$ cat src/tlj_pkg.sv
`timescale 1ns / 1ps
// Shared types and constants for the text line justifier.
// No dependencies; used by the controller, datapath, top level and checker.
package tlj_pkg;

    localparam int WORD_W        = 8;
    localparam int MAX_WORDS_DEF = 32;
    localparam int DIV_STEPS     = WORD_W;
    localparam int DIV_CNT_W     = $clog2(DIV_STEPS + 1);
    localparam logic [WORD_W-1:0] WIDTH_RESET = 8'd80;

    typedef enum logic [4:0] {
        S_IDLE = 5'b00001,
        S_DIV  = 5'b00010,
        S_RD   = 5'b00100,
        S_OUT  = 5'b01000,
        S_WR   = 5'b10000
    } t_state;

    typedef struct packed {
        logic accept;
        logic div_start;
        logic idx_clr;
        logic idx_inc;
        logic rd;
        logic load_out;
        logic clear_line;
        logic wr;
        logic set_final;
    } t_cmd;

    typedef struct packed {
        logic flush;
        logic div_done;
        logic out_free;
        logic idx_last;
        logic final_mode;
        logic last_in;
    } t_sts;

endpackage

$ cat src/tlj_ctrl.sv
`timescale 1ns / 1ps
// Sequencer for the text line justifier: accept, divide, emit, store.
// Depends on tlj_pkg for the state encoding and command/status structs.
module tlj_ctrl (
    input  logic           i_clk,
    input  logic           i_rst_n,
    input  logic           i_valid,
    output logic           o_ready,
    input  tlj_pkg::t_sts  i_sts,
    output tlj_pkg::t_cmd  o_cmd
);
    import tlj_pkg::*;

    t_state r_state;
    t_state n_state;

    assign o_ready = (r_state == S_IDLE);

    always_comb begin
        n_state = r_state;
        o_cmd   = '0;
        unique case (r_state)
            S_IDLE: begin
                if (i_valid) begin
                    o_cmd.accept = 1'b1;
                    if (i_sts.flush) begin
                        o_cmd.div_start = 1'b1;
                        n_state         = S_DIV;
                    end else begin
                        n_state = S_WR;
                    end
                end
            end
            S_DIV: begin
                if (i_sts.div_done) begin
                    o_cmd.idx_clr = 1'b1;
                    n_state       = S_RD;
                end
            end
            S_RD: begin
                o_cmd.rd = 1'b1;
                n_state  = S_OUT;
            end
            S_OUT: begin
                if (i_sts.out_free) begin
                    o_cmd.load_out = 1'b1;
                    o_cmd.idx_inc  = 1'b1;
                    if (i_sts.idx_last) begin
                        o_cmd.clear_line = 1'b1;
                        n_state          = i_sts.final_mode ? S_IDLE : S_WR;
                    end else begin
                        n_state = S_RD;
                    end
                end
            end
            S_WR: begin
                o_cmd.wr = 1'b1;
                if (i_sts.last_in) begin
                    o_cmd.set_final = 1'b1;
                    o_cmd.idx_clr   = 1'b1;
                    n_state         = S_RD;
                end else begin
                    n_state = S_IDLE;
                end
            end
            default: begin
                n_state = S_IDLE;
            end
        endcase
    end

    always_ff @(posedge i_clk) begin
        if (!i_rst_n) begin
            r_state <= S_IDLE;
        end else begin
            r_state <= n_state;
        end
    end

endmodule

$ cat src/tlj_dpath.sv
`timescale 1ns / 1ps
// Datapath for the text line justifier: line buffer memory, fit check,
// serial divider for gap spacing and the output register. Uses tlj_pkg.
module tlj_dpath #(
    parameter int MAX_WORDS = tlj_pkg::MAX_WORDS_DEF
) (
    input  logic                        i_clk,
    input  logic                        i_rst_n,
    input  tlj_pkg::t_cmd               i_cmd,
    output tlj_pkg::t_sts               o_sts,
    input  logic                        i_cfg_valid,
    input  logic [tlj_pkg::WORD_W-1:0]  i_line_width,
    input  logic [tlj_pkg::WORD_W-1:0]  i_word_length,
    input  logic                        i_last_word,
    output logic                        o_valid,
    input  logic                        i_ready,
    output logic [tlj_pkg::WORD_W-1:0]  o_length_out,
    output logic [tlj_pkg::WORD_W-1:0]  o_spaces_after,
    output logic                        o_end_of_line,
    output logic                        o_end_of_text,
    output logic                        o_end_of_run
);
    import tlj_pkg::*;

    localparam int AW   = $clog2(MAX_WORDS);
    localparam int CW   = $clog2(MAX_WORDS + 1);
    localparam int SUMW = WORD_W + 2;

    logic [WORD_W-1:0] r_mem [MAX_WORDS];
    logic [WORD_W-1:0] r_rdata;

    logic [WORD_W-1:0]    r_width;
    logic [WORD_W-1:0]    r_sum;
    logic [CW-1:0]        r_count;
    logic [WORD_W-1:0]    r_word;
    logic                 r_last;
    logic                 r_final;
    logic [AW-1:0]        r_idx;

    logic [WORD_W-1:0]    r_quo;
    logic [CW-1:0]        r_rem;
    logic [CW-1:0]        r_dvs;
    logic [DIV_CNT_W-1:0] r_div_cnt;

    logic                 r_ovalid;
    logic [WORD_W-1:0]    r_olen;
    logic [WORD_W-1:0]    r_osp;
    logic                 r_oeol;
    logic                 r_oeot;
    logic                 r_oeor;

    logic [SUMW-1:0]      w_need;
    logic                 w_full;
    logic [WORD_W-1:0]    w_total;
    logic [CW-1:0]        w_gaps;
    logic [CW:0]          w_trial;
    logic                 w_ge;
    logic [CW-1:0]        w_idx_ext;
    logic                 w_idx_last;
    logic [SUMW-1:0]      w_used;
    logic [WORD_W-1:0]    w_pad_end;
    logic [WORD_W-1:0]    w_sp;

    assign w_need  = SUMW'(r_sum) + SUMW'(i_word_length) + SUMW'(r_count);
    assign w_full  = (r_count >= CW'(MAX_WORDS));
    assign w_total = (r_width > r_sum) ? (r_width - r_sum) : '0;
    assign w_gaps  = (r_count > CW'(1)) ? (r_count - CW'(1)) : CW'(1);

    assign w_trial = {r_rem, r_quo[WORD_W-1]};
    assign w_ge    = (w_trial >= {1'b0, r_dvs});

    assign w_idx_ext  = CW'(r_idx);
    assign w_idx_last = (w_idx_ext == (r_count - CW'(1)));
    assign w_used     = SUMW'(r_sum) + SUMW'(r_count) - SUMW'(1);
    assign w_pad_end  = (SUMW'(r_width) > w_used) ?
                        WORD_W'(SUMW'(r_width) - w_used) : '0;

    always_comb begin
        if (r_count == CW'(1)) begin
            w_sp = w_total;
        end else if (r_final) begin
            w_sp = w_idx_last ? w_pad_end : WORD_W'(1);
        end else if (w_idx_last) begin
            w_sp = '0;
        end else begin
            w_sp = r_quo + ((w_idx_ext < r_rem) ? WORD_W'(1) : WORD_W'(0));
        end
    end

    assign o_sts.flush      = (r_count != '0) &&
                              (w_full || (w_need > SUMW'(r_width)));
    assign o_sts.div_done   = (r_div_cnt == '0);
    assign o_sts.out_free   = !r_ovalid || i_ready;
    assign o_sts.idx_last   = w_idx_last;
    assign o_sts.final_mode = r_final;
    assign o_sts.last_in    = r_last;

    // line buffer
    always_ff @(posedge i_clk) begin
        if (i_cmd.wr) begin
            r_mem[r_count[AW-1:0]] <= r_word;
        end
        if (i_cmd.rd) begin
            r_rdata <= r_mem[r_idx];
        end
    end

    // control state
    always_ff @(posedge i_clk) begin
        if (!i_rst_n) begin
            r_width   <= WIDTH_RESET;
            r_sum     <= '0;
            r_count   <= '0;
            r_final   <= 1'b0;
            r_idx     <= '0;
            r_div_cnt <= '0;
            r_ovalid  <= 1'b0;
        end else begin
            if (i_cfg_valid) begin
                r_width <= i_line_width;
            end
            if (i_cmd.clear_line) begin
                r_sum   <= '0;
                r_count <= '0;
            end else if (i_cmd.wr) begin
                r_sum   <= r_sum + r_word;
                r_count <= r_count + CW'(1);
            end
            if (i_cmd.accept) begin
                r_final <= 1'b0;
            end else if (i_cmd.set_final) begin
                r_final <= 1'b1;
            end
            if (i_cmd.idx_clr) begin
                r_idx <= '0;
            end else if (i_cmd.idx_inc) begin
                r_idx <= r_idx + AW'(1);
            end
            if (i_cmd.div_start) begin
                r_div_cnt <= DIV_CNT_W'(DIV_STEPS);
            end else if (r_div_cnt != '0) begin
                r_div_cnt <= r_div_cnt - DIV_CNT_W'(1);
            end
            if (i_cmd.load_out) begin
                r_ovalid <= 1'b1;
            end else if (i_ready) begin
                r_ovalid <= 1'b0;
            end
        end
    end

    // input capture, divider and output payload
    always_ff @(posedge i_clk) begin
        if (i_cmd.accept) begin
            r_word <= i_word_length;
            r_last <= i_last_word;
        end
        if (i_cmd.div_start) begin
            r_quo <= w_total;
            r_rem <= '0;
            r_dvs <= w_gaps;
        end else if (r_div_cnt != '0) begin
            r_quo <= {r_quo[WORD_W-2:0], w_ge};
            r_rem <= w_ge ? CW'(w_trial - {1'b0, r_dvs}) : CW'(w_trial);
        end
        if (i_cmd.load_out) begin
            r_olen <= r_rdata;
            r_osp  <= w_sp;
            r_oeol <= w_idx_last;
            r_oeot <= w_idx_last && r_final;
            r_oeor <= w_idx_last && (r_final || !r_last);
        end
    end

    assign o_valid        = r_ovalid;
    assign o_length_out   = r_olen;
    assign o_spaces_after = r_osp;
    assign o_end_of_line  = r_oeol;
    assign o_end_of_text  = r_oeot;
    assign o_end_of_run   = r_oeor;

endmodule

$ cat src/text_line_justifier_unit.sv
`timescale 1ns / 1ps
// Top level of the text line justifier: controller plus datapath.
// Depends on tlj_pkg, tlj_ctrl and tlj_dpath.
//
// Greedy full justification of word lengths into lines of line_width
// characters. A word that joins the current line is accepted, then written
// to the line buffer. A word that closes a line first runs the 8-step
// serial divider that splits the spare spaces over the gaps, then each
// emitted word takes a line buffer read and an output register load, the
// load waiting while the output side stalls; a word flagged last_word then
// also emits the words of the final line in the same way. One item is
// processed at a time; the next input transfer is taken once all results
// of the current item sit in or have left the output register. The line
// buffer holds MAX_WORDS lengths in a one-port memory; configuration writes
// are taken in any cycle but must only be issued while the block is idle.
module text_line_justifier_unit #(
    parameter int MAX_WORDS = tlj_pkg::MAX_WORDS_DEF
) (
    input  logic                        i_clk,
    input  logic                        i_rst_n,
    input  logic                        i_cfg_valid,
    output logic                        o_cfg_ready,
    input  logic [tlj_pkg::WORD_W-1:0]  i_line_width,
    input  logic                        i_valid,
    output logic                        o_ready,
    input  logic [tlj_pkg::WORD_W-1:0]  i_word_length,
    input  logic                        i_last_word,
    output logic                        o_valid,
    input  logic                        i_ready,
    output logic [tlj_pkg::WORD_W-1:0]  o_length_out,
    output logic [tlj_pkg::WORD_W-1:0]  o_spaces_after,
    output logic                        o_end_of_line,
    output logic                        o_end_of_text,
    output logic                        o_end_of_run
);
    import tlj_pkg::*;

    t_cmd w_cmd;
    t_sts w_sts;

    assign o_cfg_ready = 1'b1;

    tlj_ctrl u_ctrl (
        .i_clk   (i_clk),
        .i_rst_n (i_rst_n),
        .i_valid (i_valid),
        .o_ready (o_ready),
        .i_sts   (w_sts),
        .o_cmd   (w_cmd)
    );

    tlj_dpath #(
        .MAX_WORDS (MAX_WORDS)
    ) u_dpath (
        .i_clk          (i_clk),
        .i_rst_n        (i_rst_n),
        .i_cmd          (w_cmd),
        .o_sts          (w_sts),
        .i_cfg_valid    (i_cfg_valid),
        .i_line_width   (i_line_width),
        .i_word_length  (i_word_length),
        .i_last_word    (i_last_word),
        .o_valid        (o_valid),
        .i_ready        (i_ready),
        .o_length_out   (o_length_out),
        .o_spaces_after (o_spaces_after),
        .o_end_of_line  (o_end_of_line),
        .o_end_of_text  (o_end_of_text),
        .o_end_of_run   (o_end_of_run)
    );

endmodule

$ cat config.mk
export PLATFORM = sky130hd
export DESIGN_NAME = text_line_justifier_unit
export DESIGN_NICKNAME = d
export VERILOG_FILES = /design/src/tlj_pkg.sv /design/src/tlj_ctrl.sv /design/src/tlj_dpath.sv /design/src/text_line_justifier_unit.sv
export SDC_FILE = /design/constraint.sdc
export NUM_CORES = 1
export LEC_CHECK = 0
export BUFFER_PORTS_ARGS = -buffer_cell sky130_fd_sc_hd__buf_2
export CORE_ASPECT_RATIO = 1.5
export CORE_MARGIN = 3
export CORE_UTILIZATION = 30
export CTS_BUF_LIST = sky130_fd_sc_hd__clkbuf_8
export DETAILED_ROUTE_END_ITERATION = 6
export HOLD_SLACK_MARGIN = 0.08
export PLACE_DENSITY = 0.4
export SLEW_MARGIN = 40
export SYNTH_ARGS = -nofsm -noshare
export SYNTH_HDL_FRONTEND = slang
export SYNTH_SLANG_ARGS = --single-unit
$ cat constraint.sdc
create_clock -name i_clk -period 11.85 [get_ports i_clk]
set_clock_uncertainty 0.1 [all_clocks]
set_input_delay 0.5925 -clock i_clk [delete_from_list [all_inputs] [get_ports i_clk]]
set_output_delay 0.5925 -clock i_clk [all_outputs]
set_load 0.02 [all_outputs]
==> impl_metrics.env <==
export IMPL_outcome="finished, final reports clean"
export IMPL_period_share_pct=48.67
export IMPL_placedInstanceArea_um2=17610
export IMPL_drive_gt1_share_pct=20.74
export IMPL_min_from="i_line_width[4]"
export IMPL_drt_wl_total_um=43510
export IMPL_cts_num_sinks=350
export IMPL_area_delta_synth_final_pct=13.64
export IMPL_core_um2=54130
export IMPL_worst_skew_pair_late_latency_ns=0.61
export IMPL_yosys_area_top_type="edfxtp_1"
export IMPL_cts_buffer_depth=3
export IMPL_grt_pass1_wl_um=65580
export IMPL_cts_root_buffer="clkbuf_8"
export IMPL_slew_headroom_pct=45.84
export IMPL_slew_viol_final=0
export IMPL_required_ns=12.03
export IMPL_final_nets=1336
export IMPL_tritoncts="done"
export IMPL_min_path_type="primary input to flop"
export IMPL_timing_setup_tns_ns=0
export IMPL_first_pass_iters=4
export IMPL_worst_slew_pin_slew_ns=0.8095
export IMPL_synth_edf_count=306
export IMPL_hold_viol=0
export IMPL_viasPerCell=4.854
export IMPL_drc=0
export IMPL_num_vias=9529
export IMPL_crit_path_max_incr_delay_ns=0.52
export IMPL_n_fill_cell=5304
export IMPL_grt_usage_pct=15.21
export IMPL_htree_levels=2
export IMPL_synth_ff_type="edfxtp_1"
export IMPL_arrival_ns=5.95
export IMPL_ir_worst_vdd_uv=74.94
export IMPL_seq_area_frac_synth_pct=60.91
export IMPL_power_density_nw_per_um2=164.6
export IMPL_dp_hpwl_um=30440
export IMPL_yosys_cell_types_count=64
export IMPL_syn_area_um2=16530
export IMPL_grt_pass1_vias=10300
export IMPL_finalCriticalPeriod_ns=5.767
export IMPL_async_reset_ff_share_pct=0
export IMPL_die_x_um=197.7
export IMPL_finish_instance_area_um2=18790
export IMPL_synth_simple_area_share_pct=7.560
export IMPL_routabilityCongestion=0.7800
export IMPL_syn_avg_cell_area_um2=14.45
export IMPL_dieArea_um2=58020
export IMPL_wl_per_cell_um=22.17
export IMPL_comb_power_share_pct=20.3
export IMPL_power_frac_seq_pct=48.0
export IMPL_timing_rr_start="u_dpath.r_sum[0]$_SDFFE_PP0P_"
export IMPL_p_switching_mw=0.9206
export IMPL_critPathMaxFanout=26
export IMPL_port_buffers=42
export IMPL_antenna_found_initial=1
export IMPL_ys_top_cells_by_area="edfxtp_1 (56%), mux4_2 (11%), ha_1 (6.0%)"
export IMPL_synth_top_family_by_area="multiplexers"
export IMPL_ctsResizeCount=0
export IMPL_start_kind="primary input"
export IMPL_clk_pin_slew_ns=0.06
export IMPL_clkPwrFrac_pct=31.7
export IMPL_std_cell_rows=104
export IMPL_grt_max_degree=46
export IMPL_cp_cell_sequence="dlygate4sd3_1, buf_2, ha_1, inv_1, fa_1, nor2b_1, o31a_1, nor2_1, ha_1, or2_2, o221a_2, and3_1, a221oi_1, xnor2_1, ha_1, a2111oi_0, o21ai_0, a21oi_1, a21oi_1, a21oi_1, nor3b_4, buf_4, nand2b_1"
export IMPL_die_y_um=293.5
export IMPL_synth_compound_area_share_pct=6.644
export IMPL_swShare_pct=29.77
export IMPL_critPathBufInv=4
export IMPL_p_int_mw=2.172
export IMPL_ys_ff_latch=350
export IMPL_cpMaxStageDelayCell="dlygate4sd3_1"
export IMPL_io_pins=44
export IMPL_synth_cells=1144
export IMPL_critical_path_class="primary input to flop"
export IMPL_cts_made_buffers=55
export IMPL_critical_path_top_delay_family="compound AO/OA/AOI/OAI gates"
export IMPL_synth_warnings=0
export IMPL_timing_fmax_mhz=173.4
export IMPL_maxCapViolCount=0
export IMPL_synthAdderAreaFrac_pct=6.826
export IMPL_cellLeakagePower_nw=6.384
export IMPL_start_util_pct=30.54
export IMPL_ant_nets=0
export IMPL_drt_iter0_drc=437
export IMPL_synthMuxAreaShare_pct=12.39
export IMPL_grt_overflow=0
export IMPL_synthXorXnorAreaFrac_pct=2.808
export IMPL_yosysTopAreaCellShare_pct=55.58
export IMPL_worstSetupEndpointType="flop"
export IMPL_startpoint="i_word_length[0]"
export IMPL_synthesis_nets=1252
export IMPL_rsz0062_at_grt="false"
export IMPL_setup_viol=0
## final cells by class
| type | count | area (µm²) | share of cell area (%) |
|---|---|---|---|
| sequential | 350 | 10080 | 53.64 |
| tap | 689 | 862.1 | 4.588 |
| multi-input combinational | 676 | 6080 | 32.36 |
| inverter | 77 | 289.0 | 1.538 |
| clock buffer | 56 | 770.7 | 4.102 |
| clock inverter | 46 | 262.8 | 1.399 |
| antenna | 1 | 2.502 | 0.01332 |
| timing repair buffer | 68 | 442.9 | 2.357 |
## path summary, 6_finish.rpt
check | depth (start not counted) | slack, ns | end
worst max-delay path | 23 | 6.08 | u_dpath.r_quo[5]$_DFFE_PP_
worst min-delay path | 3 | 0.13 | u_dpath.r_width[4]$_SDFFE_PN1P_
worst max register to register | 21 | 6.30 | u_dpath.r_quo[5]$_DFFE_PP_
worst min register to register | 0 | 0.33 | u_dpath.o_length_out[2]$_DFFE_PP_
## routing by layer
metal / share of wire, % / vias to the layer above / GRT usage [%]
li1: - / 4530 / -
met1: 38 / 4788 / 17.15
met2: 56 / 147 / 29.57
met3: 2.8 / 64 / 1.904
met4: 2.5 / 0 / 4.509
met5: 0 / - / 0
## power groups by stage
stage | sequential [mW] | combinational [mW] | clock, mW
detailed placement | 1.51 | 0.635 | 0
finish | 1.48 | 0.629 | 0.980
global route | 1.49 | 0.714 | 1.07
floorplan | 1.52 | 0.428 | 0
CTS | 1.48 | 0.645 | 1.02
global placement | 1.51 | 0.637 | 0
## cell usage after synthesis (all sizes together), types with 7 or more instances
library cell	n
nor2b	12
fa	7
nor2	107
inv	77
xor2	16
mux4	80
mux2	13
nor3	14
o21a	8
edfxtp	306
a21oi	54
nand3	21
a211oi	12
a21o	11
and2	11
ha	79
nand2b	16
mux2i	10
nand2	43
nand4	10
buf	16
clkbuf	25
xnor2	37
o21ai	39
dfxtp	44
## stage by stage
stage                     hold slack [ns]  instances  setup WS [ns]  util, %  total power [mW]
after floorplan                    0.3003       1144          7.066        -             1.945
after global placement             0.3057       1849          5.955    32.43             2.148
after detailed placement           0.3156       1849          5.913    32.53             2.145
after CTS                         0.08393       1961          6.030    34.63             3.151
after global routing               0.1141       1963          5.603    34.71             3.278
final                              0.1336       1963          6.083    34.71             3.093
## flip-flops by register name, indices dropped and copies added (netlist names), 4 cells and up
signal	flops
u_dpath.r_mem	256
u_dpath.r_quo	8
u_dpath.r_width	8
u_dpath.r_div_cnt	4
u_dpath.r_dvs	6
u_dpath.r_word	8
u_dpath.o_spaces_after	8
u_dpath.r_count	6
u_dpath.r_idx	5
u_ctrl.r_state	5
u_dpath.r_rem	6
u_dpath.o_length_out	8
u_dpath.r_rdata	8
u_dpath.r_sum	8
## worst min-delay path: stages
cell,delay (ns)
buf_2,0.08
nand2_1,0.05
o211ai_1,0.07
## cell families (layout without fill, tap and decap cells)
kind of cell    Yosys count  after routing
compound gates          171            171
xor+xnor                 53             53
fa+ha+maj                86             86
buf+inv                 118            247
flops                   350            350
mux                     103            103
other cells               1              2
simple gates            262            262
## layout by cell type (no fill, tap or decap), types with 12 or more instances in the layout
cell type	count
edfxtp_1	306
clkbuf_8	56
ha_1	79
mux2_2	13
mux4_2	80
a21oi_1	52
buf_2	42
dfxtp_1	41
clkinv_1	16
nor3_1	14
a211oi_1	12
nand2_1	43
nand2b_1	16
xnor2_1	37
nand3_1	21
inv_1	93
nor2b_1	12
nor2_2	28
xor2_1	16
nor2_1	79
buf_4	15
o21ai_0	39
## timing repair
action                     in CTS  in global routing
hold endpoints to repair       10                  0
setup endpoints to repair       0                  0
hold buffers                   10                  0
buffers inserted                0                  0
(Power assumes the default switching activity.)
